==> src/sv/dag_pkg.sv <==
`timescale 1ns / 1ps
// Shared types, codes and constants of the delayed acknowledgment generator.
package dag_pkg;

   // Default width of the internal sequence arithmetic.
   localparam int DEFAULT_SEQ_WIDTH = 32;

   // Widths of the fixed fields.
   localparam int OP_W    = 2;
   localparam int REQ_SEQ_W = 32;
   localparam int ACT_W   = 3;
   localparam int RSP_SEQ_W = 32;
   localparam int COUNT_W = 4;
   localparam int DELAY_W = 10;
   localparam int CSR_IDX_W = 2;
   localparam int CSR_DATA_W = 10;

   // Saturation limits of the two packet counters.
   localparam logic [COUNT_W-1:0] MAX_CONTIG  = 4'hf;
   localparam logic [COUNT_W-1:0] MAX_UNACKED = 4'hf;

   // Result queue geometry.
   localparam int RSP_DEPTH = 4;
   localparam int RSP_PTR_W = 2;
   localparam int RSP_CNT_W = 3;

   // Input operation codes.
   localparam logic [OP_W-1:0] OP_PACKET = 2'd0;
   localparam logic [OP_W-1:0] OP_TIMER  = 2'd1;
   localparam logic [OP_W-1:0] OP_SEND   = 2'd2;

   // Configuration register indexes.
   localparam logic [CSR_IDX_W-1:0] CSR_MIN_ACK  = 2'd0;
   localparam logic [CSR_IDX_W-1:0] CSR_MAX_ACK  = 2'd1;
   localparam logic [CSR_IDX_W-1:0] CSR_DELAY_MS = 2'd2;

   // Configuration reset values.
   localparam logic [COUNT_W-1:0] MIN_ACK_RESET  = 4'd2;
   localparam logic [COUNT_W-1:0] MAX_ACK_RESET  = 4'd4;
   localparam logic [DELAY_W-1:0] DELAY_MS_RESET = 10'd10;

   typedef enum logic [ACT_W-1:0] {
      ACT_NONE      = 3'd0,
      ACT_DELAYED   = 3'd1,
      ACT_IMMEDIATE = 3'd2,
      ACT_SEND_ACK  = 3'd3,
      ACT_PIGGYBACK = 3'd4
   } action_type;

   typedef struct packed {
      logic [COUNT_W-1:0] min_unacked;
      logic [COUNT_W-1:0] max_unacked;
      logic [DELAY_W-1:0] delayed_ack_ms;
   } cfg_type;

   typedef struct packed {
      action_type           action;
      logic [RSP_SEQ_W-1:0] ack_seq_num;
      logic [COUNT_W-1:0]   ack_run_len;
      logic [DELAY_W-1:0]   timer_delay;
      logic                 stop_timer;
      logic                 last;
   } rsp_type;

   // One result slot handed from the step logic to the result queue.
   typedef struct packed {
      logic    valid;
      rsp_type data;
   } slot_type;

endpackage

==> src/sv/dag_req_if.sv <==
`timescale 1ns / 1ps
// Input channel: one event beat per handshake.
interface dag_req_if import dag_pkg::*; ();
   logic                 valid;
   logic                 ready;
   logic [OP_W-1:0]      op;
   logic [REQ_SEQ_W-1:0] sequence_req;
   logic                 want_ack;

   modport source (output valid, output op, output sequence_req, output want_ack,
                   input ready);
   modport sink (input valid, input op, input sequence_req, input want_ack,
                 output ready);
endinterface

==> src/sv/dag_rsp_if.sv <==
`timescale 1ns / 1ps
// Result channel: one action beat per handshake.
interface dag_rsp_if import dag_pkg::*; ();
   logic                 valid;
   logic                 ready;
   logic [ACT_W-1:0]     action;
   logic [RSP_SEQ_W-1:0] ack_seq_num;
   logic [COUNT_W-1:0]   ack_run_len;
   logic [DELAY_W-1:0]   timer_delay;
   logic                 stop_timer;
   logic                 last;

   modport source (output valid, output action, output ack_seq_num, output ack_run_len,
                   output timer_delay, output stop_timer, output last, input ready);
   modport sink (input valid, input action, input ack_seq_num, input ack_run_len,
                 input timer_delay, input stop_timer, input last, output ready);
endinterface

==> src/sv/dag_step.sv <==
`timescale 1ns / 1ps
// Acknowledgment decision logic: next state and up to two results for one event.
module dag_step import dag_pkg::*; #(
   parameter int SEQ_WIDTH = DEFAULT_SEQ_WIDTH
) (
   input  logic [OP_W-1:0]      op,
   input  logic [SEQ_WIDTH-1:0] seq,
   input  logic                 want_ack,
   input  cfg_type              cfg,
   input  logic [SEQ_WIDTH-1:0] acked_sequence,
   input  logic [COUNT_W-1:0]   contiguous_count,
   input  logic [COUNT_W-1:0]   unacked_count,
   input  logic                 timer_armed,
   output logic [SEQ_WIDTH-1:0] acked_sequence_in,
   output logic [COUNT_W-1:0]   contiguous_count_in,
   output logic [COUNT_W-1:0]   unacked_count_in,
   output logic                 timer_armed_in,
   output slot_type             slot0,
   output slot_type             slot1
);

   logic [SEQ_WIDTH-1:0] diff;
   logic                 behind;
   logic                 in_order;
   logic [COUNT_W-1:0]   contig_inc;
   logic [COUNT_W-1:0]   unacked_inc;
   rsp_type              flush_rsp;
   rsp_type              pkt_ack_rsp;

   // Distance from the acknowledged sequence, read as signed modulo 2^SEQ_WIDTH.
   assign diff     = seq - acked_sequence;
   assign behind   = diff[SEQ_WIDTH-1];
   assign in_order = (diff == SEQ_WIDTH'(1));

   // Saturating counter increments.
   assign contig_inc  = (contiguous_count < MAX_CONTIG) ? contiguous_count + 1'b1
                                                        : contiguous_count;
   assign unacked_inc = (unacked_count < MAX_UNACKED) ? unacked_count + 1'b1
                                                      : unacked_count;

   // Flush of the pending ack as seen from the state before this event.
   always_comb begin
      flush_rsp            = '0;
      flush_rsp.stop_timer = 1'b1;
      if (unacked_count != '0) begin
         flush_rsp.action      = ACT_SEND_ACK;
         flush_rsp.ack_seq_num = RSP_SEQ_W'(acked_sequence);
         flush_rsp.ack_run_len = contiguous_count;
      end else begin
         flush_rsp.action = ACT_NONE;
      end
   end

   // Stand-alone ack of an out-of-order packet.
   always_comb begin
      pkt_ack_rsp             = '0;
      pkt_ack_rsp.action      = ACT_SEND_ACK;
      pkt_ack_rsp.ack_seq_num = RSP_SEQ_W'(seq);
   end

   // Event decision.
   always_comb begin
      acked_sequence_in   = acked_sequence;
      contiguous_count_in = contiguous_count;
      unacked_count_in    = unacked_count;
      timer_armed_in      = timer_armed;
      slot0               = '0;
      slot1               = '0;

      case (op)
         OP_PACKET: begin
            if (in_order) begin
               acked_sequence_in   = seq;
               contiguous_count_in = contig_inc;
               if (unacked_inc < cfg.max_unacked) begin
                  unacked_count_in = unacked_inc;
                  if (want_ack) begin
                     if (unacked_inc < cfg.min_unacked) begin
                        if (!timer_armed) begin
                           timer_armed_in          = 1'b1;
                           slot0.valid             = 1'b1;
                           slot0.data.action       = ACT_DELAYED;
                           slot0.data.timer_delay  = cfg.delayed_ack_ms;
                        end
                     end else begin
                        timer_armed_in    = 1'b1;
                        slot0.valid       = 1'b1;
                        slot0.data.action = ACT_IMMEDIATE;
                     end
                  end
               end else begin
                  // Enough packets outstanding: ack right away with the new state.
                  unacked_count_in        = '0;
                  timer_armed_in          = 1'b0;
                  slot0.valid             = 1'b1;
                  slot0.data.action       = ACT_SEND_ACK;
                  slot0.data.ack_seq_num  = RSP_SEQ_W'(seq);
                  slot0.data.ack_run_len  = contig_inc;
                  slot0.data.stop_timer   = 1'b1;
               end
            end else if (diff != '0) begin
               // A gap or an old packet: flush first, then maybe ack it alone.
               unacked_count_in = '0;
               timer_armed_in   = 1'b0;
               slot0.valid      = 1'b1;
               slot0.data       = flush_rsp;
               slot1.valid      = want_ack;
               slot1.data       = pkt_ack_rsp;
               if (!behind) begin
                  acked_sequence_in   = seq;
                  contiguous_count_in = '0;
               end
            end
         end
         OP_TIMER: begin
            unacked_count_in = '0;
            timer_armed_in   = 1'b0;
            slot0.valid      = 1'b1;
            slot0.data       = flush_rsp;
         end
         OP_SEND: begin
            slot0.valid            = 1'b1;
            slot0.data.action      = ACT_PIGGYBACK;
            slot0.data.ack_seq_num = RSP_SEQ_W'(acked_sequence);
            slot0.data.ack_run_len = contiguous_count;
            if (unacked_count != '0) begin
               unacked_count_in      = '0;
               timer_armed_in        = 1'b0;
               slot0.data.stop_timer = 1'b1;
            end
         end
         default: begin
         end
      endcase

      // Mark the final result of the event.
      slot0.data.last = !slot1.valid;
      slot1.data.last = 1'b1;
   end

endmodule

==> src/sv/dag_rsp_fifo.sv <==
`timescale 1ns / 1ps
// Result queue: takes up to two beats per cycle, gives one beat per cycle while the result channel is ready.
module dag_rsp_fifo import dag_pkg::*; (
   input  logic      clock,
   input  logic      reset,
   input  slot_type  slot0,
   input  slot_type  slot1,
   output logic      room,
   dag_rsp_if.source rsp_chan
);

   rsp_type              entry_ff [RSP_DEPTH];
   logic [RSP_PTR_W-1:0] wr_ptr_ff;
   logic [RSP_PTR_W-1:0] wr_ptr_in;
   logic [RSP_PTR_W-1:0] rd_ptr_ff;
   logic [RSP_PTR_W-1:0] rd_ptr_in;
   logic [RSP_CNT_W-1:0] count_ff;
   logic [RSP_CNT_W-1:0] count_in;
   logic                 pop;
   logic                 push1;
   rsp_type              head;

   // Second slot is only ever used together with the first.
   assign push1 = slot0.valid && slot1.valid;
   assign pop   = rsp_chan.valid && rsp_chan.ready;

   // Room for a worst-case event of two beats.
   assign room = (count_ff <= RSP_CNT_W'(RSP_DEPTH - 2));

   assign wr_ptr_in = wr_ptr_ff + RSP_PTR_W'(slot0.valid) + RSP_PTR_W'(push1);
   assign rd_ptr_in = rd_ptr_ff + RSP_PTR_W'(pop);
   assign count_in  = count_ff + RSP_CNT_W'(slot0.valid) + RSP_CNT_W'(push1)
                      - RSP_CNT_W'(pop);

   // Pointer and fill count registers.
   always_ff @(posedge clock) begin
      if (reset) begin
         wr_ptr_ff <= '0;
         rd_ptr_ff <= '0;
         count_ff  <= '0;
      end else begin
         wr_ptr_ff <= wr_ptr_in;
         rd_ptr_ff <= rd_ptr_in;
         count_ff  <= count_in;
      end
   end

   // Entry storage.
   always_ff @(posedge clock) begin
      if (slot0.valid) begin
         entry_ff[wr_ptr_ff] <= slot0.data;
      end
      if (push1) begin
         entry_ff[wr_ptr_ff + 1'b1] <= slot1.data;
      end
   end

   // Head of the queue drives the result channel.
   assign head                  = entry_ff[rd_ptr_ff];
   assign rsp_chan.valid        = (count_ff != '0);
   assign rsp_chan.action       = head.action;
   assign rsp_chan.ack_seq_num  = head.ack_seq_num;
   assign rsp_chan.ack_run_len  = head.ack_run_len;
   assign rsp_chan.timer_delay  = head.timer_delay;
   assign rsp_chan.stop_timer   = head.stop_timer;
   assign rsp_chan.last         = head.last;

endmodule

==> src/sv/delayed_ack_generator_unit.sv <==
`timescale 1ns / 1ps
// Results of an accepted event are registered in the result queue and offered from its head.
// One event per cycle while the result queue has room; two result beats go out in turn.
// req_chan.ready drops while the result queue holds more than two beats.
// Reset (synchronous, active high) clears the ack state and the queue and loads the
// register defaults: min_unacked 2, max_unacked 4, delayed_ack_ms 10.
module delayed_ack_generator_unit import dag_pkg::*; #(
   parameter int SEQ_WIDTH = DEFAULT_SEQ_WIDTH
) (
   input  logic                  clock,
   input  logic                  reset,
   dag_req_if.sink               req_chan,
   dag_rsp_if.source             rsp_chan,
   input  logic                  csr_wr_en,
   input  logic [CSR_IDX_W-1:0]  csr_index,
   input  logic [CSR_DATA_W-1:0] csr_wdata
);

   cfg_type              cfg_ff;
   cfg_type              cfg_in;
   logic [SEQ_WIDTH-1:0] acked_sequence_ff;
   logic [SEQ_WIDTH-1:0] acked_sequence_in;
   logic [COUNT_W-1:0]   contiguous_count_ff;
   logic [COUNT_W-1:0]   contiguous_count_in;
   logic [COUNT_W-1:0]   unacked_count_ff;
   logic [COUNT_W-1:0]   unacked_count_in;
   logic                 timer_armed_ff;
   logic                 timer_armed_in;
   logic                 accept;
   logic                 room;
   slot_type             step0;
   slot_type             step1;
   slot_type             slot0;
   slot_type             slot1;

   assign req_chan.ready = room;
   assign accept         = req_chan.valid && req_chan.ready;

   // Configuration register writes.
   always_comb begin
      cfg_in = cfg_ff;
      if (csr_wr_en) begin
         unique case (csr_index)
            CSR_MIN_ACK:  cfg_in.min_unacked    = COUNT_W'(csr_wdata);
            CSR_MAX_ACK:  cfg_in.max_unacked    = COUNT_W'(csr_wdata);
            CSR_DELAY_MS: cfg_in.delayed_ack_ms = csr_wdata;
            default: begin
            end
         endcase
      end
   end

   always_ff @(posedge clock) begin
      if (reset) begin
         cfg_ff.min_unacked    <= MIN_ACK_RESET;
         cfg_ff.max_unacked    <= MAX_ACK_RESET;
         cfg_ff.delayed_ack_ms <= DELAY_MS_RESET;
      end else begin
         cfg_ff <= cfg_in;
      end
   end

   // Decision logic for the event on the input channel.
   dag_step #(
      .SEQ_WIDTH (SEQ_WIDTH)
   ) u_step (
      .op                  (req_chan.op),
      .seq                 (SEQ_WIDTH'(req_chan.sequence_req)),
      .want_ack            (req_chan.want_ack),
      .cfg                 (cfg_ff),
      .acked_sequence      (acked_sequence_ff),
      .contiguous_count    (contiguous_count_ff),
      .unacked_count       (unacked_count_ff),
      .timer_armed         (timer_armed_ff),
      .acked_sequence_in   (acked_sequence_in),
      .contiguous_count_in (contiguous_count_in),
      .unacked_count_in    (unacked_count_in),
      .timer_armed_in      (timer_armed_in),
      .slot0               (step0),
      .slot1               (step1)
   );

   // Ack state advances only on an accepted beat.
   always_ff @(posedge clock) begin
      if (reset) begin
         acked_sequence_ff   <= '0;
         contiguous_count_ff <= '0;
         unacked_count_ff    <= '0;
         timer_armed_ff      <= 1'b0;
      end else if (accept) begin
         acked_sequence_ff   <= acked_sequence_in;
         contiguous_count_ff <= contiguous_count_in;
         unacked_count_ff    <= unacked_count_in;
         timer_armed_ff      <= timer_armed_in;
      end
   end

   // Results enter the queue only for an accepted beat.
   always_comb begin
      slot0       = step0;
      slot1       = step1;
      slot0.valid = step0.valid && accept;
      slot1.valid = step1.valid && accept;
   end

   dag_rsp_fifo u_rsp_fifo (
      .clock    (clock),
      .reset    (reset),
      .slot0    (slot0),
      .slot1    (slot1),
      .room     (room),
      .rsp_chan (rsp_chan)
   );

   // An armed ack timer always has something pending to acknowledge.
   assert property (@(posedge clock) disable iff (reset)
      timer_armed_ff |-> (unacked_count_ff != '0))
      else $error("ack timer armed with no unacknowledged packets");

   // A timer expiry leaves nothing pending and the timer idle.
   assert property (@(posedge clock) disable iff (reset)
      (accept && (req_chan.op == OP_TIMER)) |=> (!timer_armed_ff && (unacked_count_ff == '0)))
      else $error("timer expiry did not clear the pending ack");

   // An accepted data send always queues its piggyback beat.
   assert property (@(posedge clock) disable iff (reset)
      (accept && (req_chan.op == OP_SEND)) |=> rsp_chan.valid)
      else $error("data send gave no piggyback beat");

endmodule
==> src/flat_wrapper.sv <==
// flat-port wrapper written by rule: the top's interface ports become plain ports
module delayed_ack_generator_unit_flat import dag_pkg::*;
#(
   parameter int SEQ_WIDTH = DEFAULT_SEQ_WIDTH
)
  (clock, reset, csr_wr_en, csr_index, csr_wdata, req_chan_valid, req_chan_op, req_chan_sequence_req, req_chan_want_ack, req_chan_ready, rsp_chan_valid, rsp_chan_action, rsp_chan_ack_seq_num, rsp_chan_ack_run_len, rsp_chan_timer_delay, rsp_chan_stop_timer, rsp_chan_last, rsp_chan_ready);
  dag_req_if req_chan_i ();
  dag_rsp_if rsp_chan_i ();
  input  logic clock;
  input  logic reset;
  input  logic csr_wr_en;
  input  logic [CSR_IDX_W-1:0] csr_index;
  input  logic [CSR_DATA_W-1:0] csr_wdata;
  input wire logic [$bits(req_chan_i.valid)-1:0] req_chan_valid;
  input wire logic [$bits(req_chan_i.op)-1:0] req_chan_op;
  input wire logic [$bits(req_chan_i.sequence_req)-1:0] req_chan_sequence_req;
  input wire logic [$bits(req_chan_i.want_ack)-1:0] req_chan_want_ack;
  output wire logic [$bits(req_chan_i.ready)-1:0] req_chan_ready;
  output wire logic [$bits(rsp_chan_i.valid)-1:0] rsp_chan_valid;
  output wire logic [$bits(rsp_chan_i.action)-1:0] rsp_chan_action;
  output wire logic [$bits(rsp_chan_i.ack_seq_num)-1:0] rsp_chan_ack_seq_num;
  output wire logic [$bits(rsp_chan_i.ack_run_len)-1:0] rsp_chan_ack_run_len;
  output wire logic [$bits(rsp_chan_i.timer_delay)-1:0] rsp_chan_timer_delay;
  output wire logic [$bits(rsp_chan_i.stop_timer)-1:0] rsp_chan_stop_timer;
  output wire logic [$bits(rsp_chan_i.last)-1:0] rsp_chan_last;
  input wire logic [$bits(rsp_chan_i.ready)-1:0] rsp_chan_ready;
  assign req_chan_i.valid = req_chan_valid;
  assign req_chan_i.op = req_chan_op;
  assign req_chan_i.sequence_req = req_chan_sequence_req;
  assign req_chan_i.want_ack = req_chan_want_ack;
  assign req_chan_ready = req_chan_i.ready;
  assign rsp_chan_valid = rsp_chan_i.valid;
  assign rsp_chan_action = rsp_chan_i.action;
  assign rsp_chan_ack_seq_num = rsp_chan_i.ack_seq_num;
  assign rsp_chan_ack_run_len = rsp_chan_i.ack_run_len;
  assign rsp_chan_timer_delay = rsp_chan_i.timer_delay;
  assign rsp_chan_stop_timer = rsp_chan_i.stop_timer;
  assign rsp_chan_last = rsp_chan_i.last;
  assign rsp_chan_i.ready = rsp_chan_ready;
  delayed_ack_generator_unit #(.SEQ_WIDTH(SEQ_WIDTH)) u_core (.clock(clock), .reset(reset), .req_chan(req_chan_i), .rsp_chan(rsp_chan_i), .csr_wr_en(csr_wr_en), .csr_index(csr_index), .csr_wdata(csr_wdata));
endmodule
==> config.mk <==
export PLATFORM = sky130hd
export DESIGN_NAME = delayed_ack_generator_unit_flat
export DESIGN_NICKNAME = d
export VERILOG_FILES = /design/src/sv/dag_pkg.sv /design/src/sv/dag_req_if.sv /design/src/sv/dag_rsp_if.sv /design/src/sv/dag_step.sv /design/src/sv/dag_rsp_fifo.sv /design/src/sv/delayed_ack_generator_unit.sv /design/src/flat_wrapper.sv
export SDC_FILE = /design/constraint.sdc
export NUM_CORES = 1
export LEC_CHECK = 0
export ABC_AREA = 1
export BUFFER_PORTS_ARGS = -buffer_cell sky130_fd_sc_hd__buf_4
export CORE_UTILIZATION = 53
export CTS_CLUSTER_SIZE = 16
export DETAILED_ROUTE_END_ITERATION = 16
export GPL_ROUTABILITY_DRIVEN = 0
export PLACE_DENSITY_LB_ADDON = 0.1
export SETUP_SLACK_MARGIN = 0.15
export SLEW_MARGIN = 10
export SYNTH_ARGS = -nofsm -noshare
export SYNTH_HDL_FRONTEND = slang
export SYNTH_SLANG_ARGS = --single-unit
==> constraint.sdc <==
create_clock -name clock -period 4.63 [get_ports clock]
set_clock_uncertainty 0.05 [all_clocks]
set_input_delay 0.463 -clock clock [delete_from_list [all_inputs] [get_ports clock]]
set_output_delay 0.463 -clock clock [all_outputs]
set_load 0.02 [all_outputs]
==> qor.yml <==
synthesis:
  avgSynthCellArea_um2: 6.64
  netlist_area_um2: 17100
  ys_seq_area_frac: 0.395
  synth_area_leaders: "edfxtp_1 (24%), nand2_1 (21%), dfxtp_1 (16%)"
  synth_compound_area_frac: 0.107
  synth-simple-area-share: 0.357
  synth_top_family_by_area: "simple AND/OR/NAND/NOR gates"
  synth-adder-area-share: 0.0398
  synth_top_area_share: 0.239
  synthMuxAreaShare: 0
  syn_nets: 2681
  synth_xor_area_frac: 0.00768
  synth_cells: 2577
  synth_seq_cells: 270
  synth.distinct_cells: 38
  yosysWarningCount: 0
  yosysTopAreaCell: "edfxtp_1"
route:
  ant_nets: 0
  drtIter0Drc: 1731
  route.detailed.drc: 0
  drtPass1Iterations: 6
  vias_per_cell: 5.68
  drt-wirelength-per-cell_um: 17.8
  drt-total-wl_mm: 54.3
  vias: 17300
clock_network:
  cts.hold.buffers_added: 0
  cts_tree: "built"
  cts_buffers: 31
  path_clk_slew_ns: 0.06
  clock_latency_ns: 0.58
  htreeDepth: 1
  cts.sinks: 270
  clock_path_buffers: 3
  root_buffer: "clkbuf_16"
setup_path:
  cp_max_fo: 9
  startpoint_type: "register"
  slowest_stage: "fa_1"
  max_stage_delay_ns: 0.41
  critical_path_class: "reg2reg"
  critPathRequiredTime_ns: 5.06
  cp_num_buf_inv: 3
  cpMostUsedCell: "nand3_1"
  path_cells: "ha_1, fa_1, inv_1, nand3_1, nand3_1, xnor2_1, nand3_1, nor2_1, nand3_1, nor3_4, nand3_4, nor2_4, nand3_4, nand2_1, nor2_1, inv_1, ha_1, inv_1, fa_1, fa_1, xor2_1, nor2_1"
  cp.arrival_ns: 4.61
  cp-end-kind: "register"
  crit_family: "simple AND/OR/NAND/NOR gates"
power_and_ir_drop:
  peakVddDrop_v: 0.000436
  power.density_nw_per_um2: 431
  p_leak_nw: 9.29
global_routing:
  grt_use_total: 0.324
  grt_pass1_vias: 15500
  grt_max_degree: 103
  grt_pass1_wl_mm: 84.4
  overflow: 0
  antenna_found_initial: 0
placed_design:
  post-place-ws_ns: 0.0586
  io_buffers: 104
  place_inst: 2996
  hpwl_mm: 35.4
sta:
  slew_viol_final: 0
  slew_headroom: 0.224
  tns_ns: 0
  period_needed_ns: 4.18
  rsz0062_at_grt: "false"
  max_freq_mhz: 239
  finalHoldViolCount: 0
  setup_viol_count_final: 0
  tightest_slew_ns: 1.16
  setup_ws_ns: 0.446
  fin_crit_sh: 0.904
run_status:
  outcome: "completed"
floorplan:
  coreArea_um2: 31600
  die_w_um: 182
  start_util: 0.541
  fp.dieH_um: 182
  ios: 105
  dieArea_um2: 33000
  num_rows: 65
hold_path:
  hp-class: "in2reg"
flow_run:
  maxCapViolCount: 0
final_layout:
  stdcell_count: 3053
  layout_commonest_cell: "nand2_1"
  nets: 2732
  fill_cells: 3028
  layout_common_cells: "nand2_1 (963), nor2_1 (257), inv_1 (231), nand3_1 (213), o21ai_0 (166)"
  drive_gt1_frac: 0.0985
  syn2layout_area_growth_pct: 12.7
  diodes: 0
[report_power, final]
part           switching [W]  internal [W]
Sequential         0.0000826       0.00270
Clock                0.00101       0.00137
Combinational        0.00213       0.00101
[per-layer routing]
metal / GRT usage / vias to the layer above / wire length [um]
met5: 0 / - / 0
met4: 0.0837 / 0 / 1070
met3: 0.0724 / 90 / 6510
met2: 0.488 / 901 / 23200
met1: 0.467 / 7958 / 23500
li1: - / 8385 / -
[sequential cells by signal (all words and copies together) (netlist names), 2 cells and up]
| signal | count |
|---|---|
| u_core.acked_sequence_ff | 32 |
| u_core.cfg_ff | 18 |
| u_core.contiguous_count_ff | 4 |
| u_core.u_rsp_fifo.count_ff | 3 |
| u_core.u_rsp_fifo.entry_ff | 204 |
| u_core.u_rsp_fifo.rd_ptr_ff | 2 |
| u_core.u_rsp_fifo.wr_ptr_ff | 2 |
| u_core.unacked_count_ff | 4 |
[final timing paths]
| kind | from | endpoint | slack, ns | cells after the start |
|---|---|---|---|---|
| min reg2reg | u_core.cfg_ff[5] | u_core.cfg_ff[5] | 0.41 | 2 |
| max reg2reg | u_core.acked_sequence_ff[0] | u_core.u_rsp_fifo.count_ff[2] | 0.45 | 22 |
| min | csr_wdata[3] | u_core.cfg_ff[3] | 0.06 | 3 |
| max | u_core.acked_sequence_ff[0] | u_core.u_rsp_fifo.count_ff[2] | 0.45 | 22 |
[worst register-to-register path: cells and delay by family (launching register included)]
kind                       cells  cell delay [ns]
xor gates and xnor gates       2             0.34
DFF                            1             0.33
buffers and inverters          3             0.23
adders and majority gates      5             1.55
and+or+nand+nor               12             1.57
[what timing repair did]
| action | in CTS | in global routing |
|---|---|---|
| setup buffers | 0 | 1 |
| endpoints found under the setup margin | 0 | 9 |
| resized for setup | 0 | 15 |
[area by class of cell]
class                   count  area [um^2]  area share
inverters                 247          927      0.0481
flip-flops and latches    270         6770       0.351
clock inverters            19          160     0.00830
well taps                 402          503      0.0261
multi-input cells        1919         8830       0.458
clock buffers              37          820      0.0425
repair buffers            159         1280      0.0664
[cell families after synthesis]
family,Yosys count
xor+xnor,15
fa+ha+maj,52
flops,270
compound gates,346
simple gates,1506
buf+inv,388
[synthesized netlist by cell type (all sizes together)]
| master | instances |
|---|---|
| dfxtp | 134 |
| o21bai | 1 |
| o22ai | 50 |
| or2 | 5 |
| a31oi | 1 |
| nor2 | 266 |
| clkbuf | 77 |
| nand4 | 14 |
| a21boi | 1 |
| and2 | 4 |
| ha | 48 |
| nor4 | 11 |
| xnor2 | 4 |
| nand3 | 224 |
| edfxtp | 136 |
| nor3 | 15 |
| o21ai | 167 |
| fa | 4 |
| buf | 64 |
| inv | 247 |
| nand2 | 967 |
| a21o | 3 |
| a21oi | 119 |
| o211ai | 4 |
| xor2 | 11 |
[metrics by stage]
step / instance area, um^2 / utilization / power, W / hold WS, ns
after floorplan: 17100 / - / 0.00483 / 0.375
after global placement: 18200 / 0.577 / 0.00588 / 0.392
after detailed placement: 18200 / 0.577 / 0.00592 / 0.395
after CTS: 19200 / 0.608 / 0.00827 / 0.0574
after global routing: 19300 / 0.610 / 0.00871 / 0.0909
final: 19300 / 0.610 / 0.00831 / 0.0640
No activity file was read; power rests on OpenSTA's default activity.
